--- src/rtl/rda_pkg.sv ---
// Package for the region darkness alarm: widths, register indexes and reset values.
`timescale 1ns / 1ps

package rda_pkg;

    localparam int MAX_DIM_DEF = 4096;

    localparam int POS_W   = 12;
    localparam int LEN_W   = 13;
    localparam int THR_W   = 8;
    localparam int SEC_W   = 16;
    localparam int CFG_W   = 16;
    localparam int ADDR_W  = 3;
    localparam int SAMP_W  = 8;
    localparam int PIX_W   = 10;
    localparam int SUM_W   = 34;
    localparam int AREA_W  = 2 * LEN_W;
    localparam int THR3_W  = THR_W + 2;
    localparam int LIM_W   = AREA_W + THR3_W;
    localparam int TIME_W  = 32;
    localparam int S_DATA_W = 32;
    localparam int M_DATA_W = 8;

    typedef enum logic [ADDR_W-1:0] {
        REG_ROI_LEFT   = 3'd0,
        REG_ROI_TOP    = 3'd1,
        REG_ROI_WIDTH  = 3'd2,
        REG_ROI_HEIGHT = 3'd3,
        REG_DARK_THR   = 3'd4,
        REG_HOLD_SEC   = 3'd5,
        REG_SNOOZE_SEC = 3'd6
    } t_reg_idx;

    typedef enum logic {
        OP_PIXEL = 1'b0,
        OP_TICK  = 1'b1
    } t_op;

    localparam logic [POS_W-1:0] RST_ROI_LEFT   = '0;
    localparam logic [POS_W-1:0] RST_ROI_TOP    = '0;
    localparam logic [LEN_W-1:0] RST_ROI_WIDTH  = LEN_W'(64);
    localparam logic [LEN_W-1:0] RST_ROI_HEIGHT = LEN_W'(64);
    localparam logic [THR_W-1:0] RST_DARK_THR   = THR_W'(128);
    localparam logic [SEC_W-1:0] RST_HOLD_SEC   = SEC_W'(10);
    localparam logic [SEC_W-1:0] RST_SNOOZE_SEC = SEC_W'(60);

endpackage

--- src/rtl/roi_darkness_alarm_core.sv ---
// Top level of the region darkness alarm: region sum, frame test and dark timer.
`timescale 1ns / 1ps
// A word accepted at the input passes the input register and the stage-1 register before the result register.
// Throughput: one word per cycle unless stalled; the output register lets the input keep flowing
// while a result waits, and only pixel words that end a frame ever wait on m_axis_tready.
// The region limit 3*threshold*area comes from two registered multiplies of the config.
// Reset (synchronous, active low) clears counters, sum, timer, clock and valid flags, and loads config reset values.
module roi_darkness_alarm_core
    import rda_pkg::*;
#(
    parameter int MAX_DIM = MAX_DIM_DEF
) (
    input  logic                i_clk,
    input  logic                i_rst_n,
    // config write port
    input  logic                i_cfg_we,
    input  logic [ADDR_W-1:0]   i_cfg_addr,
    input  logic [CFG_W-1:0]    i_cfg_data,
    // input stream
    input  logic                s_axis_tvalid,
    output logic                s_axis_tready,
    input  logic [S_DATA_W-1:0] s_axis_tdata,  // red[7:0] green[15:8] blue[23:16] end_of_line[24]
    input  logic                s_axis_tuser,  // operation[0]
    input  logic                s_axis_tlast,  // end_of_frame
    // result stream
    output logic                m_axis_tvalid,
    input  logic                m_axis_tready,
    output logic [M_DATA_W-1:0] m_axis_tdata   // frame_dark[0] alarm[1] timer_running[2]
);

    localparam int CNT_W = $clog2(MAX_DIM + 1);
    localparam int CMP_W = ((CNT_W > LEN_W) ? CNT_W : LEN_W) + 1;
    localparam logic [CNT_W-1:0] CNT_MAX = CNT_W'(MAX_DIM);
    localparam logic [SUM_W-1:0] SUM_MAX = '1;
    localparam logic [TIME_W-1:0] ELAPSED_MAX = '1;

    // ---------------- configuration ----------------
    logic [POS_W-1:0] r_roi_left, r_roi_top;
    logic [LEN_W-1:0] r_roi_width, r_roi_height;
    logic [THR_W-1:0] r_dark_thr;
    logic [SEC_W-1:0] r_hold_sec, r_snooze_sec;

    always_ff @(posedge i_clk) begin
        if (!i_rst_n) begin
            r_roi_left   <= RST_ROI_LEFT;
            r_roi_top    <= RST_ROI_TOP;
            r_roi_width  <= RST_ROI_WIDTH;
            r_roi_height <= RST_ROI_HEIGHT;
            r_dark_thr   <= RST_DARK_THR;
            r_hold_sec   <= RST_HOLD_SEC;
            r_snooze_sec <= RST_SNOOZE_SEC;
        end else if (i_cfg_we) begin
            unique case (t_reg_idx'(i_cfg_addr))
                REG_ROI_LEFT:   r_roi_left   <= i_cfg_data[POS_W-1:0];
                REG_ROI_TOP:    r_roi_top    <= i_cfg_data[POS_W-1:0];
                REG_ROI_WIDTH:  r_roi_width  <= i_cfg_data[LEN_W-1:0];
                REG_ROI_HEIGHT: r_roi_height <= i_cfg_data[LEN_W-1:0];
                REG_DARK_THR:   r_dark_thr   <= i_cfg_data[THR_W-1:0];
                REG_HOLD_SEC:   r_hold_sec   <= i_cfg_data[SEC_W-1:0];
                REG_SNOOZE_SEC: r_snooze_sec <= i_cfg_data[SEC_W-1:0];
                default: ;
            endcase
        end
    end

    // limit = area * 3*threshold, two multiplies each followed by a register
    logic [AREA_W-1:0] r_area;
    logic [LIM_W-1:0]  r_limit;
    logic [THR3_W-1:0] thr3;

    assign thr3 = THR3_W'({r_dark_thr, 1'b0}) + THR3_W'(r_dark_thr);

    always_ff @(posedge i_clk) begin
        r_area  <= AREA_W'(r_roi_width) * AREA_W'(r_roi_height);
        r_limit <= LIM_W'(r_area) * LIM_W'(thr3);
    end

    // ---------------- handshake ----------------
    logic r_v0, r_v1, r_ov;
    logic adv0, adv1, s1_load_ok, out_free, s1_has_result;

    logic              r_in_op, r_in_eol, r_in_eof;
    logic [SAMP_W-1:0] r_in_red, r_in_green, r_in_blue;
    logic              r_s1_op, r_s1_eof;
    logic [SUM_W-1:0]  r_s1_sum;

    assign out_free      = !r_ov || m_axis_tready;
    assign s1_has_result = (r_s1_op == OP_PIXEL) && r_s1_eof;
    assign adv1          = r_v1 && (!s1_has_result || out_free);
    assign s1_load_ok    = !r_v1 || adv1;
    assign adv0          = r_v0 && s1_load_ok;
    assign s_axis_tready = i_rst_n && (!r_v0 || s1_load_ok);

    // ---------------- stage 0: input register ----------------
    always_ff @(posedge i_clk) begin
        if (!i_rst_n) begin
            r_v0 <= 1'b0;
        end else if (s_axis_tvalid && s_axis_tready) begin
            r_v0 <= 1'b1;
        end else if (adv0) begin
            r_v0 <= 1'b0;
        end
    end

    always_ff @(posedge i_clk) begin
        if (s_axis_tvalid && s_axis_tready) begin
            r_in_op    <= s_axis_tuser;
            r_in_red   <= s_axis_tdata[7:0];
            r_in_green <= s_axis_tdata[15:8];
            r_in_blue  <= s_axis_tdata[23:16];
            r_in_eol   <= s_axis_tdata[24];
            r_in_eof   <= s_axis_tlast;
        end
    end

    // ---------------- stage 1: raster position and region sum ----------------
    logic [CNT_W-1:0] r_col, r_row;
    logic [SUM_W-1:0] r_sum;
    logic [PIX_W-1:0] px;
    logic [SUM_W:0]   sum_wide;
    logic [SUM_W-1:0] sum_next;
    logic             col_in, row_in;

    always_comb begin
        logic [CMP_W-1:0] pc, pr, lc, lr;
        pc = CMP_W'(r_col);
        pr = CMP_W'(r_row);
        lc = CMP_W'(r_roi_left);
        lr = CMP_W'(r_roi_top);
        col_in = (r_col < CNT_MAX) && (pc >= lc) && ((pc - lc) < CMP_W'(r_roi_width));
        row_in = (r_row < CNT_MAX) && (pr >= lr) && ((pr - lr) < CMP_W'(r_roi_height));
    end

    assign px       = PIX_W'(r_in_red) + PIX_W'(r_in_green) + PIX_W'(r_in_blue);
    assign sum_wide = (col_in && row_in) ? ({1'b0, r_sum} + (SUM_W+1)'(px))
                                         : {1'b0, r_sum};
    assign sum_next = sum_wide[SUM_W] ? SUM_MAX : sum_wide[SUM_W-1:0];

    always_ff @(posedge i_clk) begin
        if (!i_rst_n) begin
            r_col <= '0;
            r_row <= '0;
            r_sum <= '0;
        end else if (adv0 && (r_in_op == OP_PIXEL)) begin
            if (r_in_eof) begin
                r_col <= '0;
                r_row <= '0;
                r_sum <= '0;
            end else begin
                r_sum <= sum_next;
                if (r_in_eol) begin
                    r_col <= '0;
                    if (r_row < CNT_MAX) r_row <= r_row + 1'b1;
                end else if (r_col < CNT_MAX) begin
                    r_col <= r_col + 1'b1;
                end
            end
        end
    end

    always_ff @(posedge i_clk) begin
        if (!i_rst_n) begin
            r_v1 <= 1'b0;
        end else if (adv0) begin
            r_v1 <= 1'b1;
        end else if (adv1) begin
            r_v1 <= 1'b0;
        end
    end

    always_ff @(posedge i_clk) begin
        if (adv0) begin
            r_s1_op  <= r_in_op;
            r_s1_eof <= r_in_eof;
            r_s1_sum <= sum_next;
        end
    end

    // ---------------- stage 2: frame test and dark timer ----------------
    logic              r_active;
    logic [TIME_W-1:0] r_elapsed, r_now, r_last_alarm;
    logic [SEC_W-1:0]  r_cooldown;

    logic              dark, n_alarm, n_active;
    logic [TIME_W-1:0] n_elapsed, since_alarm;

    assign dark        = !(LIM_W'(r_s1_sum) > r_limit);
    assign since_alarm = r_now - r_last_alarm;

    always_comb begin
        n_active  = r_active;
        n_elapsed = r_elapsed;
        n_alarm   = 1'b0;
        if (!dark) begin
            if (r_active && (r_elapsed > TIME_W'(r_cooldown))) begin
                n_active  = 1'b0;
                n_elapsed = '0;
            end
        end else begin
            if (!r_active) begin
                n_active  = 1'b1;
                n_elapsed = '0;
            end
            if ((n_elapsed > TIME_W'(r_hold_sec)) && (since_alarm > TIME_W'(r_cooldown))) begin
                n_alarm   = 1'b1;
                n_active  = 1'b0;
                n_elapsed = '0;
            end
        end
    end

    always_ff @(posedge i_clk) begin
        if (!i_rst_n) begin
            r_active     <= 1'b0;
            r_elapsed    <= '0;
            r_now        <= '0;
            r_last_alarm <= '0;
            r_cooldown   <= '0;
        end else if (adv1) begin
            if (r_s1_op == OP_TICK) begin
                r_now <= r_now + 1'b1;
                if (r_active && (r_elapsed != ELAPSED_MAX)) r_elapsed <= r_elapsed + 1'b1;
            end else if (r_s1_eof) begin
                r_active  <= n_active;
                r_elapsed <= n_elapsed;
                if (n_alarm) begin
                    r_last_alarm <= r_now;
                    r_cooldown   <= r_snooze_sec;
                end
            end
        end
    end

    // ---------------- result register ----------------
    logic r_out_dark, r_out_alarm, r_out_timer;
    logic load_out;

    assign load_out = adv1 && s1_has_result;

    always_ff @(posedge i_clk) begin
        if (!i_rst_n) begin
            r_ov <= 1'b0;
        end else if (load_out) begin
            r_ov <= 1'b1;
        end else if (m_axis_tready) begin
            r_ov <= 1'b0;
        end
    end

    always_ff @(posedge i_clk) begin
        if (load_out) begin
            r_out_dark  <= dark;
            r_out_alarm <= n_alarm;
            r_out_timer <= n_active;
        end
    end

    assign m_axis_tvalid = r_ov;
    assign m_axis_tdata  = {5'b0, r_out_timer, r_out_alarm, r_out_dark};

    // ---------------- checks ----------------
    a_alarm_on_dark_only: assert property (@(posedge i_clk) disable iff (!i_rst_n)
        (r_ov && r_out_alarm) |-> (r_out_dark && !r_out_timer))
        else $error("alarm reported on a bright frame or with timer left running");

    a_idle_timer_zero: assert property (@(posedge i_clk) disable iff (!i_rst_n)
        !r_active |-> (r_elapsed == '0))
        else $error("dark timer holds time while stopped");

    a_counters_capped: assert property (@(posedge i_clk) disable iff (!i_rst_n)
        (r_col <= CNT_MAX) && (r_row <= CNT_MAX))
        else $error("raster counter passed its cap");

    a_alarm_stamps_time: assert property (@(posedge i_clk) disable iff (!i_rst_n)
        (load_out && n_alarm) |=> ((r_last_alarm == r_now) && (r_cooldown == $past(r_snooze_sec))))
        else $error("alarm did not stamp time and cooldown");

endmodule
--- config.mk ---
export PLATFORM = sky130hd
export DESIGN_NAME = roi_darkness_alarm_core
export DESIGN_NICKNAME = d
export VERILOG_FILES = /design/src/rtl/rda_pkg.sv /design/src/rtl/roi_darkness_alarm_core.sv
export SDC_FILE = /design/constraint.sdc
export NUM_CORES = 2
export LEC_CHECK = 0
export BUFFER_PORTS_ARGS = -buffer_cell sky130_fd_sc_hd__buf_2
export CAP_MARGIN = 25
export CORE_MARGIN = 4
export CORE_UTILIZATION = 50
export DETAILED_ROUTE_END_ITERATION = 8
export GPL_TIMING_DRIVEN = 0
export PLACE_DENSITY = 0.68
export SLEW_MARGIN = 20
export SYNTH_ARGS = -nofsm -noshare
export SYNTH_HDL_FRONTEND = slang
export SYNTH_SLANG_ARGS = --single-unit
--- constraint.sdc ---
create_clock -name i_clk -period 7.7 [get_ports i_clk]
set_input_delay 0.385 -clock i_clk [delete_from_list [all_inputs] [get_ports i_clk]]
set_output_delay 0.385 -clock i_clk [all_outputs]
set_load 0.02 [all_outputs]
Word-level counts from Yosys, hierarchy flattened:

Cells that the tools add are included.

* flip-flop bits (word level): 394
* output and inout port bits: 10
* logic and storage cells: 139

* bitwise gates (word level): 2
* mux-type cells: 28
* add/sub/neg operators: 11
* reductions and logical operators: 45
* equality and inequality tests: 9
* order comparisons: 10
* multiply operators: 2

Operator list (count)
* $mux W32: 8
* $gt A32 B16 Y1: 3
* $mux W13: 6
* $mux W34: 2
* $add A32 B1 Y32 const B: 2
* $gt A34 B36 Y1: 1
* $mul A26 B10 Y36: 1
* $add A34 B10 Y35: 1
* $mux W35: 1
* $ne A32 B32 Y1 const B: 1
* $sub A32 B32 Y32: 1
* $lt A14 B13 Y1: 2
* $sub A13 B12 Y14: 2
* $add A13 B1 Y13 const B: 2
* $ge A13 B12 Y1: 2
* $lt A13 B13 Y1 const B: 2
* $mul A13 B13 Y26: 1
* $add A9 B8 Y10: 2
* $reduce_and A2 Y1: 9
* $logic_and A1 B1 Y1: 15
* $reduce_bool A2 Y1: 6
* $mux W1: 11
* $add A8 B8 Y9: 1
* $eq A3 B3 Y1 const B: 3
* other kinds (11): 22

Longest topological paths before layout:

* depth after elaboration: 10
* gate-level depth with buffers: 33
* depth with buffers taken out: 32

Worst setup path after synthesis:

OpenSTA, ideal clock, no wires.

* path kind: reg-to-reg
* start: reg r_dark_thr[1]
* end: reg r_limit[34]
* stages on the path, launching flop included: 33
* slack: 0.399 ns
* setup time: 0.072 ns
* arrival: 7.229 ns
* path through: dfxtp_1 ha_1 a21o_1 a21oi_1 o21bai_1 a21oi_1 nor2b_1 nor2_1 nor2_1 nor2_1 xnor2_1 clkbuf_1 nand2_1 fa_1 fa_1 inv_1 fa_1 fa_1 inv_1 fa_1 inv_1 ha_1 or4_1 a311o_1 o211ai_1 a31oi_1 a31oi_1 nand2b_1 a31oi_1 a31oi_1 o21bai_1 a21oi_1 xnor2_1

* word-level cells in the longest chain between the ends: 2

Ends and longest elaborated chain
* start, declared: RTL line roi_darkness_alarm_core.sv:40 `logic [THR_W-1:0] r_dark_thr;`
* start signal, assigned: RTL line roi_darkness_alarm_core.sv:58 `REG_DARK_THR: r_dark_thr <= i_cfg_data[THR_W-1:0];`
* $add A9 B8 Y10: RTL line roi_darkness_alarm_core.sv:71 `assign thr3 = THR3_W'({r_dark_thr, 1'b0}) + THR3_W'(r_dark_thr);`
* $mul A26 B10 Y36: RTL line roi_darkness_alarm_core.sv:75 `r_limit <= LIM_W'(r_area) * LIM_W'(thr3);`
* end signal, assigned: RTL line roi_darkness_alarm_core.sv:75
* end, declared: RTL line roi_darkness_alarm_core.sv:68 `logic [LIM_W-1:0] r_limit;`

No other way between the ends.
A chain may end at the register's enable or synchronous reset.

Final worst setup path:

* start: reg r_dark_thr[0]
* end: reg r_limit[34]

The elaborated chain is that of the path after synthesis.

==> out/qor.yml <==
timing:
  timing.final.crit_share: 0.956
  setup_viol: 0
  worst_pin_slew_ns: 1.13
  fin_crit_ns: 7.36
  fmax_mhz: 136
  slew_headroom: 0.245
  maxSlewViolCount: 0
  hold_viol_final: 0
  tns_ns: 0
  finalClockSkew_ns: 0.0390
  finalWorstSetupSlack_ns: 0.339
  hold_ws_ns: 0.0788
pwr:
  p_clk_frac: 0.434
  power.total_mw: 5.06
  switching_share: 0.268
  pwr-share-comb: 0.136
  p_switching_mw: 1.35
  seqPwrFrac: 0.431
  p_leak_nw: 17.6
  p_int_mw: 3.70
  powerDensity_nw_per_um2: 131
  vdd_drop_max_mv: 0.148
critical_path:
  worst_setup_path_end_kind: "register"
  path_delay_family: "adder cells"
  r2r_start: "r_dark_thr[0]"
  cp-startpoint: "r_dark_thr[0]"
  cpMaxStageDelayCell: "fa_1"
  reg2reg_slack_ns: 0.34
  crit_required_ns: 8.17
  max_stage_delay_ns: 0.58
  critPathKind: "register to register"
  cp_num_buf_inv: 7
  crit_fanout: 11
  cp.arrival_ns: 7.83
  crit_top_cell: "fa_1"
  worst_setup_path_start_kind: "register"
  r2r_cells: 32
  regToRegEndpoint: "r_limit[34]"
synthesis:
  synth_edf_count: 66
  ys_seq_area_frac: 0.246
  syn_area_sq_um: 34700
  synth_common_cells: "nand2_1 (665), inv_1 (509), fa_1 (331)"
  synth_most_common_cell: "nand2_1"
  ys_types: 86
  yosysTopAreaCell: "fa_1"
  synth_flop_cell: "dfxtp_1"
  synth_area_per_cell_sq_um: 8.59
  async_flop_share: 0
  yosysWarnings: 0
  yosys_register_bits: 394
  netlist_instances: 4042
  synth_top_area_frac: 0.191
  synthTopCellsByArea: "fa_1 (19%), dfxtp_1 (19%), ha_1 (12%), nand2_1 (7.2%), edfxtp_1 (5.7%)"
final_layout:
  n_fill_cell: 6317
  post-route-util: 0.560
  fin_cells: 5154
  drive_gt1_frac: 0.0599
  regArea_sq_um: 8560
  syn2layout_area_growth_pct: 10.8
  multi_input_comb_area_sq_um: 23900
  final_cell_area_sq_um: 38500
  diodes: 0
  nets: 4906
die:
  die_h_um: 272
  initial_core_util: 0.505
  core-area_sq_um: 68700
  die_area_sq_um: 73700
  pin_count: 68
  fp-row-count: 96
  die_w_um: 272
place:
  placed_area_sq_um: 36200
  dpl.hpwl_um: 70800
  dp_slack_ns: -1.17
  numPortBuffers: 55
  place_congestion: 0.933
  place_inst: 5034
clock_tree:
  path_clk_slew_ns: 0.06
  root_buffer: "clkbuf_16"
  cts_made_buffers: 43
  cts_tree: "yes"
  worstSkewPairLatency_ns: 0.60
  cts_buffer_depth: 3
  htreeDepth: 2
  cts.sink_count: 394
global_route:
  grt_pass1_wl_um: 148000
  grt_max_degree: 30
  antenna_found_initial: 1
  track_usage: 0.247
  grt_overflow_total: 0
  grt_pass1_vias: 28200
job:
  drv_cap: 0
drt:
  vias_per_cell: 5.45
  firstDrtPassIters: 5
  ant_nets: 0
  drc: 0
  wl_um: 90300
  drt-wirelength-per-cell_um: 17.5
  vias: 28100
  dr.first_iter.drc_count: 1949
worst_hold_path:
  min_delay_path_depth: 3
  hp-class: "input port to register"
  whs_endpoint: "r_hold_sec[15]"
  min-delay-start: "i_cfg_data[15]"
outcome:
  status: "completed"
[power groups by stage]
stage / Sequential, mW / Clock (mW) / Combinational [mW]
after floorplan: 2.21 / 0 / 0.462
after global placement: 2.22 / 0 / 0.643
after detailed placement: 2.22 / 0 / 0.654
after CTS: 2.18 / 2.24 / 0.679
after global routing: 2.18 / 2.32 / 0.776
final: 2.18 / 2.20 / 0.686
[worst reg2reg max path: cells and delay by family, from the launching register on]
kind	cells	cell delay, ns
adder cells (fa/ha/maj)	8	3.40
AO/OA/AOI/OAI	11	1.83
AND/OR/NAND/NOR	4	0.71
buffers and inverters	7	0.68
flip-flops	1	0.35
XOR/XNOR	2	0.29
[cell usage in the layout, fill, tap and decap left out, types with 8 or more instances in the layout]
cell	netlist	final
a21o_1	79	78
or2_2	12	12
or3_1	19	19
nor3_1	43	42
nand4_1	43	43
clkbuf_1	136	130
dfxtp_1	328	325
nand2_1	665	665
o21bai_1	16	16
a211oi_1	16	15
edfxtp_1	66	66
buf_2	5	61
ha_1	326	319
buf_4	9	21
nor4_1	11	10
clkbuf_8	0	8
o211ai_1	15	15
nand3_1	67	67
and2_1	177	176
inv_1	509	508
mux2i_1	53	53
o21ai_0	127	126
xnor2_1	102	96
clkbuf_16	0	44
nor2b_1	30	29
fa_1	331	330
dlygate4sd3_1	0	28
a21oi_1	255	252
nor2_1	220	219
and3_1	52	52
xor2_1	60	60
a21boi_0	8	8
o21a_1	29	29
a31oi_1	40	36
nand2b_1	50	49
a311oi_2	9	9
[area by class of cell]
| cell class | instances | area share |
|---|---|---|
| clock buffers | 56 | 0.0316 |
| clock inverters | 21 | 0.00745 |
| multi-input cells | 2979 | 0.621 |
| repair buffers | 101 | 0.0193 |
| inverters | 514 | 0.0501 |
| plain buffers | 158 | 0.0183 |
| well taps | 931 | 0.0303 |
| flip-flops and latches | 394 | 0.222 |
[sequential cells by signal (all words and copies together) (netlist names), 26 cells and up]
register      cells
r_elapsed        32
r_s1_sum         34
r_area           26
r_limit          36
r_last_alarm     32
r_sum            34
r_now            32
[worst max-delay path by stage]
stage	end	slack [ns]	depth (start not counted)
6_report	r_limit[34]	0.34	32
5_1_grt	r_limit[34]	-0.03	32
4_1_cts	r_limit[34]	0.0002	32
3_5_place_dp	r_limit[34]	-1.17	31
3_3_place_gp	r_limit[34]	-1.14	31
2_1_floorplan	r_limit[34]	0.40	32
[cell families after synthesis]
logic type	Yosys count	share of synthesized area
compound gates	688	0.126
xor+xnor	162	0.0409
fa+ha+maj	657	0.308
buf+inv	673	0.0745
flops	394	0.246
mux	55	0.0159
other cells	1	0.000108
simple gates	1412	0.188
[metal layers]
metal	track usage	share of wire	up-vias
met3	0.0419	0.066	163
li1	-	-	13600
met2	0.410	0.47	756
met4	0.0717	0.030	2
met5	0	0.00010	-
met1	0.333	0.43	13600
[what timing repair did]
item,CTS,global route
endpoints found under the setup margin,22,10
buffers inserted,6,9
hold endpoints to repair,28,0
pin swaps,5,34
resized for setup,34,37
hold buffers,28,0
Power figures use the tool's default switching activity.
